<file path="config.mk">
export PLATFORM = sky130hd
export DESIGN_NAME = torque_assist_current_controller_unit_flat
export DESIGN_NICKNAME = d
export VERILOG_FILES = /design/src/rtl/core/tacc_pkg.sv /design/src/rtl/core/tacc_if.sv /design/src/rtl/core/torque_assist_current_controller_unit.sv /design/src/flat_wrapper.sv
export SDC_FILE = /design/constraint.sdc
export NUM_CORES = 1
export LEC_CHECK = 0
export BUFFER_PORTS_ARGS = -buffer_cell sky130_fd_sc_hd__buf_2
export CORE_ASPECT_RATIO = 1.5
export CORE_UTILIZATION = 25
export CTS_BUF_LIST = sky130_fd_sc_hd__clkbuf_4 sky130_fd_sc_hd__clkbuf_8 sky130_fd_sc_hd__clkbuf_16
export CTS_CLUSTER_SIZE = 8
export DETAILED_ROUTE_END_ITERATION = 16
export GPL_TIMING_DRIVEN = 0
export PLACE_DENSITY = 0.37
export SYNTH_ARGS = -nofsm -noshare
export SYNTH_HDL_FRONTEND = slang
export SYNTH_SLANG_ARGS = --single-unit
</file>
<file path="constraint.sdc">
create_clock -name clk -period 20.6 [get_ports clk]
set_clock_uncertainty 0.2 [all_clocks]
set_input_delay 0 -clock clk [delete_from_list [all_inputs] [get_ports clk]]
set_output_delay 0 -clock clk [all_outputs]
set_load 0.05 [all_outputs]
</file>
<file path="src/rtl/core/tacc_pkg.sv">
// ----------------------------------------------------------------------------
// Torque assist current controller package
// Shared widths, thresholds, register indexes and the sequencer state type.
// ----------------------------------------------------------------------------
package tacc_pkg;

  localparam int TORQUE_W  = 16;
  localparam int POL_W     = 2;
  localparam int MAG_W     = TORQUE_W + 1;
  localparam int GAIN_W    = 16;
  localparam int CUR_W     = 16;
  localparam int LIM_W     = 15;
  localparam int CFG_IDX_W = 3;
  localparam int CFG_DAT_W = 16;

  localparam int DIGIT_W   = 4;
  localparam int MUL_STEPS = GAIN_W / DIGIT_W;
  localparam int CNT_W     = $clog2(MUL_STEPS);
  localparam int PART_W    = MAG_W + DIGIT_W;
  localparam int ACC_W     = MAG_W + GAIN_W;

  localparam logic [MAG_W-1:0] ENTER_TORQUE = MAG_W'(256);
  localparam logic [MAG_W-1:0] EXIT_TORQUE  = MAG_W'(128);

  localparam logic [CFG_IDX_W-1:0] REG_ADAPTIVE_ENABLE   = 3'd0;
  localparam logic [CFG_IDX_W-1:0] REG_FIXED_GAIN        = 3'd1;
  localparam logic [CFG_IDX_W-1:0] REG_BASE_GAIN         = 3'd2;
  localparam logic [CFG_IDX_W-1:0] REG_LOAD_GAIN         = 3'd3;
  localparam logic [CFG_IDX_W-1:0] REG_MAX_GAIN          = 3'd4;
  localparam logic [CFG_IDX_W-1:0] REG_GAIN_STEP         = 3'd5;
  localparam logic [CFG_IDX_W-1:0] REG_MAX_CURRENT       = 3'd6;
  localparam logic [CFG_IDX_W-1:0] REG_REVERSE_DIRECTION = 3'd7;

  localparam logic OUT_STOP    = 1'b0;
  localparam logic OUT_CURRENT = 1'b1;

  typedef enum logic [2:0] {
    ST_IDLE,
    ST_DECIDE,
    ST_MUL_LOAD,
    ST_GAIN,
    ST_MUL_CUR,
    ST_RESULT,
    ST_FINISH
  } state_t;

endpackage

</file>
<file path="src/rtl/core/tacc_if.sv">
// ----------------------------------------------------------------------------
// Torque assist channel interfaces
// Valid/ready channels for the torque samples and for the drive results.
// ----------------------------------------------------------------------------
interface tacc_sample_if;
  logic                                    valid;
  logic                                    ready;
  logic signed [tacc_pkg::TORQUE_W-1:0]    torque;
  logic signed [tacc_pkg::POL_W-1:0]       torque_polarity;

  modport source (output valid, output torque, output torque_polarity, input ready);
  modport sink   (input valid, input torque, input torque_polarity, output ready);
endinterface

interface tacc_result_if;
  logic                                    valid;
  logic                                    ready;
  logic                                    output_kind;
  logic signed [tacc_pkg::CUR_W-1:0]       drive_current;
  logic        [tacc_pkg::GAIN_W-1:0]      applied_gain;
  logic                                    current_limited;
  logic                                    is_engaged;

  modport source (output valid, output output_kind, output drive_current,
                  output applied_gain, output current_limited, output is_engaged,
                  input ready);
  modport sink   (input valid, input output_kind, input drive_current,
                  input applied_gain, input current_limited, input is_engaged,
                  output ready);
endinterface

</file>
<file path="src/rtl/core/torque_assist_current_controller_unit.sv">
// ----------------------------------------------------------------------------
// Torque assist current controller
// Engagement hysteresis, gain selection and current command per torque sample.
// ----------------------------------------------------------------------------
// A torque sample transfers on the sample channel when valid and ready are
// both high; each sample yields exactly one result on the result channel.
// Configuration registers are written through cfg_write, cfg_index and
// cfg_data while the block is idle; the user must keep to this, as the
// block itself does not enforce it. Both products run through one shared
// multiplier that takes four gain bits per cycle. A sample that leaves the
// block stopped goes from ST_DECIDE straight to ST_FINISH, one in fixed-gain
// mode runs the current product and one in adaptive mode runs the load
// product, the gain update and the current product. A new sample is taken
// once the previous result has entered the output register.
// A registered output stage holds a finished result while the receiver
// stalls; the block still takes the next sample and waits with its result
// only if the output register is still full when that result is done.
// Synchronous reset disengages the block, clears the gain, empties the
// output stage and resets the state and the configuration registers.
// ----------------------------------------------------------------------------
module torque_assist_current_controller_unit (
  input  logic                                 clk,
  input  logic                                 rst,
  tacc_sample_if.sink                          sample,
  tacc_result_if.source                        result,
  input  logic                                 cfg_write,
  input  logic [tacc_pkg::CFG_IDX_W-1:0]       cfg_index,
  input  logic [tacc_pkg::CFG_DAT_W-1:0]       cfg_data
);

  logic                          adaptive_enable;
  logic [tacc_pkg::GAIN_W-1:0]   fixed_gain;
  logic [tacc_pkg::GAIN_W-1:0]   base_gain;
  logic [tacc_pkg::GAIN_W-1:0]   load_gain;
  logic [tacc_pkg::GAIN_W-1:0]   max_gain;
  logic [tacc_pkg::GAIN_W-1:0]   gain_step;
  logic [tacc_pkg::LIM_W-1:0]    max_current;
  logic                          reverse_direction;

  tacc_pkg::state_t              state;
  tacc_pkg::state_t              state_next;

  logic                          engaged;
  logic [tacc_pkg::GAIN_W-1:0]   current_gain;

  logic [tacc_pkg::MAG_W-1:0]    mag;
  logic                          tneg;
  logic                          pneg;

  logic [tacc_pkg::GAIN_W-1:0]   mul_b;
  logic [tacc_pkg::ACC_W-1:0]    acc;
  logic [tacc_pkg::CNT_W-1:0]    cnt;

  logic                          res_kind;
  logic [tacc_pkg::CUR_W-1:0]    res_current;
  logic [tacc_pkg::GAIN_W-1:0]   res_gain;
  logic                          res_sat;

  logic                          out_valid;

  logic                          take_sample;
  logic                          load_out;
  logic                          mul_step;
  logic                          mul_last;
  logic                          stop_now;

  logic [tacc_pkg::PART_W-1:0]   partial;
  logic [tacc_pkg::PART_W:0]     mul_sum;
  logic [tacc_pkg::MAG_W-1:0]    in_mag;

  logic [25:0]                   target_sum;
  logic [tacc_pkg::GAIN_W-1:0]   target;
  logic [tacc_pkg::GAIN_W:0]     gain_up;
  logic signed [tacc_pkg::GAIN_W+1:0] gain_dn;
  logic [tacc_pkg::GAIN_W-1:0]   gain_new;

  logic [20:0]                   cmag;
  logic                          sat;
  logic [tacc_pkg::CUR_W-1:0]    cmag_lim;
  logic                          negative;

  // Configuration registers.
  always_ff @(posedge clk) begin
    if (rst) begin
      adaptive_enable   <= 1'b0;
      fixed_gain        <= '0;
      base_gain         <= '0;
      load_gain         <= '0;
      max_gain          <= '1;
      gain_step         <= '0;
      max_current       <= '0;
      reverse_direction <= 1'b0;
    end else if (cfg_write) begin
      case (cfg_index)
        tacc_pkg::REG_ADAPTIVE_ENABLE:   adaptive_enable   <= cfg_data[0];
        tacc_pkg::REG_FIXED_GAIN:        fixed_gain        <= cfg_data;
        tacc_pkg::REG_BASE_GAIN:         base_gain         <= cfg_data;
        tacc_pkg::REG_LOAD_GAIN:         load_gain         <= cfg_data;
        tacc_pkg::REG_MAX_GAIN:          max_gain          <= cfg_data;
        tacc_pkg::REG_GAIN_STEP:         gain_step         <= cfg_data;
        tacc_pkg::REG_MAX_CURRENT:       max_current       <= cfg_data[tacc_pkg::LIM_W-1:0];
        tacc_pkg::REG_REVERSE_DIRECTION: reverse_direction <= cfg_data[0];
        default: ;
      endcase
    end
  end

  // Sequencer next state.
  always_comb begin
    state_next = state;
    case (state)
      tacc_pkg::ST_IDLE: begin
        if (sample.valid) state_next = tacc_pkg::ST_DECIDE;
      end
      tacc_pkg::ST_DECIDE: begin
        if (stop_now)             state_next = tacc_pkg::ST_FINISH;
        else if (adaptive_enable) state_next = tacc_pkg::ST_MUL_LOAD;
        else                      state_next = tacc_pkg::ST_MUL_CUR;
      end
      tacc_pkg::ST_MUL_LOAD: begin
        if (mul_last) state_next = tacc_pkg::ST_GAIN;
      end
      tacc_pkg::ST_GAIN: state_next = tacc_pkg::ST_MUL_CUR;
      tacc_pkg::ST_MUL_CUR: begin
        if (mul_last) state_next = tacc_pkg::ST_RESULT;
      end
      tacc_pkg::ST_RESULT: state_next = tacc_pkg::ST_FINISH;
      tacc_pkg::ST_FINISH: begin
        if (!out_valid || result.ready) state_next = tacc_pkg::ST_IDLE;
      end
      default: state_next = tacc_pkg::ST_IDLE;
    endcase
  end

  // Sequencer outputs.
  always_comb begin
    take_sample = 1'b0;
    load_out    = 1'b0;
    mul_step    = 1'b0;
    case (state)
      tacc_pkg::ST_IDLE:     take_sample = sample.valid;
      tacc_pkg::ST_MUL_LOAD: mul_step    = 1'b1;
      tacc_pkg::ST_MUL_CUR:  mul_step    = 1'b1;
      tacc_pkg::ST_FINISH:   load_out    = !out_valid || result.ready;
      default: ;
    endcase
  end

  assign sample.ready = (state == tacc_pkg::ST_IDLE);
  assign mul_last     = (cnt == tacc_pkg::CNT_W'(tacc_pkg::MUL_STEPS - 1));
  assign stop_now     = engaged ? (mag <= tacc_pkg::EXIT_TORQUE)
                                : (mag <  tacc_pkg::ENTER_TORQUE);

  assign in_mag = sample.torque[tacc_pkg::TORQUE_W-1]
                  ? (tacc_pkg::MAG_W'(0) - {sample.torque[tacc_pkg::TORQUE_W-1],
                                            sample.torque})
                  : {1'b0, sample.torque};

  assign partial = mag * mul_b[tacc_pkg::DIGIT_W-1:0];
  assign mul_sum = {{(tacc_pkg::PART_W + 1 - tacc_pkg::MAG_W){1'b0}},
                    acc[tacc_pkg::ACC_W-1:tacc_pkg::GAIN_W]}
                   + {1'b0, partial};

  assign target_sum = {10'd0, base_gain} + {1'b0, acc[tacc_pkg::ACC_W-1:8]};
  assign target     = (target_sum > {10'd0, max_gain}) ? max_gain
                                                       : target_sum[tacc_pkg::GAIN_W-1:0];
  assign gain_up    = {1'b0, current_gain} + {1'b0, gain_step};
  assign gain_dn    = $signed({2'b00, current_gain}) - $signed({2'b00, gain_step});

  always_comb begin
    if (gain_step == '0 || current_gain == '0) begin
      gain_new = target;
    end else if ({1'b0, target} > gain_up) begin
      gain_new = gain_up[tacc_pkg::GAIN_W-1:0];
    end else if ($signed({2'b00, target}) < gain_dn) begin
      gain_new = gain_dn[tacc_pkg::GAIN_W-1:0];
    end else begin
      gain_new = target;
    end
  end

  assign cmag     = acc[tacc_pkg::ACC_W-1:12];
  assign sat      = cmag >= {6'd0, max_current};
  assign cmag_lim = sat ? {1'b0, max_current} : cmag[tacc_pkg::CUR_W-1:0];
  assign negative = (tneg ^ pneg) ^ reverse_direction;

  always_ff @(posedge clk) begin
    if (rst) begin
      state        <= tacc_pkg::ST_IDLE;
      engaged      <= 1'b0;
      current_gain <= '0;
      out_valid    <= 1'b0;
    end else begin
      state <= state_next;
      if (state == tacc_pkg::ST_DECIDE) begin
        if (stop_now) begin
          engaged      <= 1'b0;
          current_gain <= '0;
        end else begin
          engaged <= 1'b1;
          if (!adaptive_enable) current_gain <= fixed_gain;
        end
      end else if (state == tacc_pkg::ST_GAIN) begin
        current_gain <= gain_new;
      end
      if (load_out)          out_valid <= 1'b1;
      else if (result.ready) out_valid <= 1'b0;
    end
  end

  // Sample capture, shared digit-serial multiplier and result assembly.
  always_ff @(posedge clk) begin
    if (take_sample) begin
      mag  <= in_mag;
      tneg <= sample.torque[tacc_pkg::TORQUE_W-1];
      pneg <= sample.torque_polarity[tacc_pkg::POL_W-1];
    end
    if (state == tacc_pkg::ST_DECIDE) begin
      acc   <= '0;
      cnt   <= '0;
      mul_b <= adaptive_enable ? load_gain : fixed_gain;
      if (stop_now) begin
        res_kind    <= tacc_pkg::OUT_STOP;
        res_current <= '0;
        res_gain    <= '0;
        res_sat     <= 1'b0;
      end
    end else if (state == tacc_pkg::ST_GAIN) begin
      acc   <= '0;
      cnt   <= '0;
      mul_b <= gain_new;
    end else if (mul_step) begin
      acc   <= tacc_pkg::ACC_W'({mul_sum, acc[tacc_pkg::GAIN_W-1:0]} >> tacc_pkg::DIGIT_W);
      mul_b <= mul_b >> tacc_pkg::DIGIT_W;
      cnt   <= cnt + 1'b1;
    end
    if (state == tacc_pkg::ST_RESULT) begin
      res_kind    <= tacc_pkg::OUT_CURRENT;
      res_current <= negative ? (tacc_pkg::CUR_W'(0) - cmag_lim) : cmag_lim;
      res_gain    <= current_gain;
      res_sat     <= sat;
    end
    if (load_out) begin
      result.output_kind     <= res_kind;
      result.drive_current   <= res_current;
      result.applied_gain    <= res_gain;
      result.current_limited <= res_sat;
      result.is_engaged      <= res_kind;
    end
  end

  assign result.valid = out_valid;

  a_gain_zero_when_disengaged: assert property (
    @(posedge clk) disable iff (rst) !engaged && state == tacc_pkg::ST_IDLE |-> current_gain == '0
  ) else $error("gain is not zero while disengaged");

  a_stop_result_zero: assert property (
    @(posedge clk) disable iff (rst)
    result.valid && result.output_kind == tacc_pkg::OUT_STOP |->
      result.drive_current == '0 && result.applied_gain == '0 &&
      !result.current_limited && !result.is_engaged
  ) else $error("stop result carries nonzero fields");

  a_gain_after_load_product: assert property (
    @(posedge clk) disable iff (rst)
    state == tacc_pkg::ST_GAIN |-> $past(state) == tacc_pkg::ST_MUL_LOAD && $past(mul_last)
  ) else $error("gain update without a finished load product");

  a_result_after_current_product: assert property (
    @(posedge clk) disable iff (rst)
    state == tacc_pkg::ST_RESULT |-> $past(state) == tacc_pkg::ST_MUL_CUR && $past(mul_last)
  ) else $error("result assembled without a finished current product");

endmodule

</file>
<file path="src/flat_wrapper.sv">
// flat-port wrapper written by rule: the top's interface ports become plain ports
module torque_assist_current_controller_unit_flat 
  (clk, rst, cfg_write, cfg_index, cfg_data, sample_valid, sample_torque, sample_torque_polarity, sample_ready, result_valid, result_output_kind, result_drive_current, result_applied_gain, result_current_limited, result_is_engaged, result_ready);
  tacc_sample_if sample_i ();
  tacc_result_if result_i ();
  input  logic clk;
  input  logic rst;
  input  logic cfg_write;
  input  logic [tacc_pkg::CFG_IDX_W-1:0] cfg_index;
  input  logic [tacc_pkg::CFG_DAT_W-1:0] cfg_data;
  input wire logic [$bits(sample_i.valid)-1:0] sample_valid;
  input wire logic [$bits(sample_i.torque)-1:0] sample_torque;
  input wire logic [$bits(sample_i.torque_polarity)-1:0] sample_torque_polarity;
  output wire logic [$bits(sample_i.ready)-1:0] sample_ready;
  output wire logic [$bits(result_i.valid)-1:0] result_valid;
  output wire logic [$bits(result_i.output_kind)-1:0] result_output_kind;
  output wire logic [$bits(result_i.drive_current)-1:0] result_drive_current;
  output wire logic [$bits(result_i.applied_gain)-1:0] result_applied_gain;
  output wire logic [$bits(result_i.current_limited)-1:0] result_current_limited;
  output wire logic [$bits(result_i.is_engaged)-1:0] result_is_engaged;
  input wire logic [$bits(result_i.ready)-1:0] result_ready;
  assign sample_i.valid = sample_valid;
  assign sample_i.torque = sample_torque;
  assign sample_i.torque_polarity = sample_torque_polarity;
  assign sample_ready = sample_i.ready;
  assign result_valid = result_i.valid;
  assign result_output_kind = result_i.output_kind;
  assign result_drive_current = result_i.drive_current;
  assign result_applied_gain = result_i.applied_gain;
  assign result_current_limited = result_i.current_limited;
  assign result_is_engaged = result_i.is_engaged;
  assign result_i.ready = result_ready;
  torque_assist_current_controller_unit u_core (.clk(clk), .rst(rst), .sample(sample_i), .result(result_i), .cfg_write(cfg_write), .cfg_index(cfg_index), .cfg_data(cfg_data));
endmodule
</file>
### After elaboration in Yosys (flattened, before gate mapping)

Cells that the tools add are included.

| operators by class | value |
|---|---|
| add/sub/neg operators | 7 |
| multipliers | 1 |
| $lt $le $gt $ge | 6 |
| equal/unequal tests | 19 |
| multiplexer cells | 36 |
| bitwise logic cells | 2 |
| reductions and logical operators | 26 |

Operators by type and width:

| kind | count |
|---|---|
| $mux W16 | 18 |
| $logic_not A16 Y1 | 2 |
| $add A16 B25 Y26 | 1 |
| $gt A26 B16 Y1 | 1 |
| $reduce_and A2 Y1 | 11 |
| $add A17 B21 Y21 | 1 |
| $eq A3 B3 Y1 const B | 7 |
| $ge A21 B15 Y1 | 1 |
| $mul A17 B4 Y21 | 1 |
| $pmux W3 S7 | 1 |
| $lt A17 B18 Y1 | 1 |
| $mux W3 | 6 |
| $add A16 B16 Y17 | 1 |
| $gt A16 B17 Y1 | 1 |
| $le A17 B8 Y1 const B | 1 |
| $lt A17 B9 Y1 const B | 1 |
| $sub A1 B16 Y17 const A | 1 |
| $sub A16 B16 Y17 | 1 |
| $sub A1 B16 Y16 const A | 1 |
| $mux W15 | 1 |
| $eq A3 B2 Y1 const B | 4 |
| $mux W1 | 10 |
| $reduce_bool A2 Y1 | 4 |
| $eq A3 B1 Y1 const B | 2 |
| 12 further kinds | 18 |

| storage, ports and cells | value |
|---|---|
| bits in registers | 256 |
| input port bits | 42 |
| output and inout port bits | 37 |
| logic and storage cells | 124 |

### Longest topological paths before layout

| depth | value |
|---|---|
| word-level depth | 9 |
| mapped depth | 36 |
| depth with buffers taken out | 33 |

### Least setup slack after synthesis

OpenSTA, ideal clock, no wires.

| timing path | value |
|---|---|
| kind | flip-flop to flip-flop |
| from | register u_core.acc[13] (netlist name) |
| to | register u_core.mul_b[0] (netlist name) (data pin) |
| arrival | 6.684 ns |
| path slack | 13.440 ns |
| stages on the path, launching flop included | 33 |
| clock period less this slack | 7.160 ns |
| cell sequence | dfxtp_1 ha_1 and4_1 and2_0 a31o_2 or2_2 xor2_1 ha_1 or4_1 a221oi_2 o21ai_1 a311o_1 a21oi_1 and4_4 nand4_4 buf_2 buf_2 mux2_2 ha_1 a21o_1 a21o_1 a21oi_1 nor2b_1 o21ai_0 nand2b_1 a221o_1 nor3b_1 and3_1 a211oi_4 buf_6 nand2_1 o21ai_2 o221ai_1 |

| on the way | value |
|---|---|
| longest elaborated chain between the ends | 9 |

RTL lines:

| what | RTL line | source |
|---|---|---|
| start, declared | torque_assist_current_controller_unit.sv:51 | `logic [tacc_pkg::ACC_W-1:0] acc;` |
| start signal, assigned | torque_assist_current_controller_unit.sv:233 | `acc <= tacc_pkg::ACC_W'({mul_sum, acc[tacc_pkg::GAIN_W-1:0]} >> tacc_pkg::DIGIT_W);` |
| $add A16 B25 Y26 * | torque_assist_current_controller_unit.sv:164 | `assign target_sum = {10'd0, base_gain} + {1'b0, acc[tacc_pkg::ACC_W-1:8]};` |
| $gt A26 B16 Y1 | torque_assist_current_controller_unit.sv:165 | `assign target = (target_sum > {10'd0, max_gain}) ? max_gain` |
| $mux W16 * | torque_assist_current_controller_unit.sv:165 |  |
| $lt A17 B18 Y1 | torque_assist_current_controller_unit.sv:175 | `end else if ($signed({2'b00, target}) < gain_dn) begin` |
| $mux W16 | torque_assist_current_controller_unit.sv:175 |  |
| $mux W16 | torque_assist_current_controller_unit.sv:173 | `end else if ({1'b0, target} > gain_up) begin` |
| $mux W16 * | torque_assist_current_controller_unit.sv:171 | `if (gain_step == '0 \|\| current_gain == '0) begin` |
| $mux W16 * | torque_assist_current_controller_unit.sv:228 | `end else if (state == tacc_pkg::ST_GAIN) begin` |
| $mux W16 * | torque_assist_current_controller_unit.sv:218 | `if (state == tacc_pkg::ST_DECIDE) begin` |
| end signal, assigned | torque_assist_current_controller_unit.sv:221 | `mul_b <= adaptive_enable ? load_gain : fixed_gain;` |
| end signal, assigned | torque_assist_current_controller_unit.sv:231 | `mul_b <= gain_new;` |
| end signal, assigned | torque_assist_current_controller_unit.sv:234 | `mul_b <= mul_b >> tacc_pkg::DIGIT_W;` |
| end, declared | torque_assist_current_controller_unit.sv:50 | `logic [tacc_pkg::GAIN_W-1:0] mul_b;` |

Every way passes the cells marked *; elsewhere a longest branch is shown, timed or not.
A chain may end at the register's enable or synchronous reset.

### Worst setup path in the final report

| timing path | value |
|---|---|
| from | register u_core.acc[8] (netlist name) |
| to | register u_core.mul_b[0] (netlist name) (data pin) |

The elaborated chain is that of the path after synthesis.

==> flow_summary.toml <==
[outcome]
status = "complete, no violations"

[place]
dp_hpwl_mm = 49.8
post-place-cells = 2880
port_buffers = 76
place.gp.congestion = 0.887

[timing]
post-route-period-util = 0.434
fmax_ghz = 0.112
worst_slew_pin_slew_ps = 961
finalSetupTns_ps = 0
rsz0062_at_grt = "no"
setup_viol = 0
maxSlewViolCount = 0
finalHoldViolCount = 0
period_minus_slack_ps = 8940
slew_headroom = 0.351

[floorplan]
die_area_um2 = 68500
io_pins = 79
core_area_um2 = 66800
die_y_um = 320
die_w_um = 214
fp-row-count = 116
start_util = 0.253

[clocking]
root_buffer = "clkbuf_16"
clkLatencyLatePin_ps = 580
cts_tree = "yes"
clk_path_buf_depth = 3
cts-htree-levels = 2
clkTransAtPathRegs_ps = 50
cts_made_buffers = 38
cts.sinks = 248
cts_resized = 0

[final_layout]
diodes = 0
layout.cells.non_filler = 3012
fillCellCount = 7193
drive_gt1_frac = 0.0992
finish.utilization = 0.304
nets = 2332
area_delta_synth_final_pct = 20.4

[synthesis]
synth_top_family_by_area = "simple AND/OR/NAND/NOR gates"
ys_seq_area_frac = 0.355
yosys_register_bits = 248
synthMuxAreaShare = 0.0304
synth_compound_area_frac = 0.168
synth-edff-count = 102
synth_most_common_cell = "nand2_1"
syn_inst = 1914
syn_nets = 2146
synth_area_leaders = "edfxtp_1, dfxtp_1, ha_1, nand2_1, fa_1"
synth_xor_area_frac = 0.0447
netlist.area_leader.share = 0.182
postSynthAreaPerCell_um2 = 8.81
synth_common_cells = "nand2_1, a21oi_1, dfxtp_1, ha_1, nor2_1"
synth_fa_ha_area_frac = 0.163
ys_async_sr_fraction = 0
yosysUniqueCellTypes = 88
yosys_warnings = 0
netlist_area_um2 = 16900
synth_top_area_cell = "edfxtp_1"
synth_ff_type = "dfxtp_1"
synthSimpleGateAreaFrac = 0.194

[global_route]
grt_use_total = 0.184
grt_max_degree = 20
antenna_found_initial = 0
grt_pass1_wl_mm = 94.3
grt_pass1_vias = 14900
overflow = 0

[detailed_routing]
num_vias = 14400
post_drt_wl_per_cell_um = 20.7
drc = 0
drt_iter0_drc = 578
antenna_left = 0
routed_via_density = 4.79
routed_wl_mm = 62.4
drt_pass1_iterations = 5

[setup_path]
start_kind = "flop"
cp-end-kind = "flop"
path_class = "flop to flop"
cpMostUsedCell = "a21oi_1"
path_max_fanout = 10
timing.critical_path.arrival_ps = 9000
required_ps = 20660
cp_slowest_stage_delay_ps = 600
slowest_stage = "a21oi_1"

[power_and_ir_drop]
power.leakage_nw = 8.01
ir_worst_vdd_mv = 0.0682
powerDensity_nw_per_um2 = 167
finalPower_mw = 3.40

[hold_path]
hold_class = "input port to flop"

[flow_run]
drv_cap = 0
[timing repair]
item | CTS | global route
buffers inserted | 0 | 0
hold buffers | 65 | 0
hold endpoints to repair | 119 | 0
[critical path, delay by kind of cell (launching register included)]
| kind | cells | cell delay, ps |
|---|---|---|
| AO/OA/AOI/OAI | 16 | 3910 |
| XOR/XNOR | 1 | 180 |
| adder cells (fa/ha/maj) | 4 | 1260 |
| buffers and inverters | 3 | 760 |
| flip-flops | 1 | 370 |
| AND/OR/NAND/NOR | 10 | 1940 |
[worst paths after layout]
kind                            slack (ps)                              end  cells past startpoint              startpoint
worst max-delay path                 11660                  u_core.mul_b[0]                     34           u_core.acc[8]
worst min register to register         210  u_core.result.drive_current[13]                      0  u_core.res_current[13]
worst min-delay path                    70                      u_core.tneg                      2       sample_torque[15]
worst max register to register       11660                  u_core.mul_b[0]                     34           u_core.acc[8]
[placed cells by master, fill, tap and decap left out, types with 10 or more instances in the layout]
master / n
nor2_1: 125
dlygate4sd3_1: 65
nor3_1: 37
ha_1: 141
mux2i_1: 27
or3_1: 12
nor4_1: 17
nor3b_1: 14
o21ai_0: 73
a211o_1: 17
a211oi_1: 16
a31oi_1: 12
xor2_1: 25
nand4_1: 16
edfxtp_1: 102
o211ai_1: 14
nor2b_1: 23
clkbuf_16: 39
mux2_2: 19
and2_1: 46
nand3_1: 53
fa_1: 49
clkbuf_4: 22
clkbuf_1: 65
buf_1: 11
buf_2: 79
o21bai_1: 10
o31ai_1: 13
a21oi_1: 181
xnor2_1: 61
nand2_1: 303
a21o_1: 17
inv_1: 117
nand2b_1: 19
dfxtp_1: 146
o21ai_1: 12
[cell families (layout without fill, tap and decap cells)]
kind of cell / after synthesis / in the layout
AOI/OAI and AO/OA: 440 / 440
xor gates and xnor gates: 86 / 86
adders and majority gates: 190 / 190
buffers and inverters: 199 / 412
DFF: 248 / 248
muxes: 48 / 48
other: 1 / 1
and+or+nand+nor: 702 / 702
[stage by stage]
step           hold slack [ps]  cell area, um2  setup WS, ps
2_1_floorplan             -101           16900         13440
3_3_place_gp             -16.1           18400         11680
3_5_place_dp             -14.3           18400         11620
4_1_cts                   44.9           20300         11540
5_1_grt                   84.6           20300         11190
6_report                  74.4           20300         11660
[report_power, final]
group,internal (mW),switching (mW),leakage [nW]
clock network,0.386,0.246,0.622
logic,0.815,1.23,5.27
registers,0.612,0.105,2.12
total,1.81,1.59,8.01
[routing by layer]
metal / vias up / global-route usage / part of all wire
met2: 241 / 0.350 / 0.53
met3: 93 / 0.0215 / 0.029
met1: 6977 / 0.198 / 0.39
met4: 0 / 0.0956 / 0.052
li1: 7107 / - / -
met5: - / 0 / 0
[area by class of cell]
cell class                      instances  area [um2]  area share
Buffer                                 81         319      0.0157
Timing Repair Buffer                  146        1100      0.0542
Inverter                              118         443      0.0218
Tap cell                              885        1110      0.0545
Clock buffer                           62        1150      0.0569
Multi-Input combinational cell       1467       10100       0.499
Sequential cell                       248        5990       0.295
Clock inverter                          5        72.6     0.00357
[sequential cells by signal (all words and copies together), names as in the netlist, 2 cells and up]
register	cells
u_core.res_current	16
u_core.mul_b	16
u_core.gain_step	16
u_core.max_gain	16
u_core.fixed_gain	16
u_core.cnt	2
u_core.mag	17
u_core.state	3
u_core.acc	25
u_core.max_current	15
u_core.result.applied_gain	16
u_core.res_gain	16
u_core.current_gain	16
u_core.load_gain	16
u_core.base_gain	16
u_core.result.drive_current	16
Note: power is estimated with default switching activity, not from simulation.
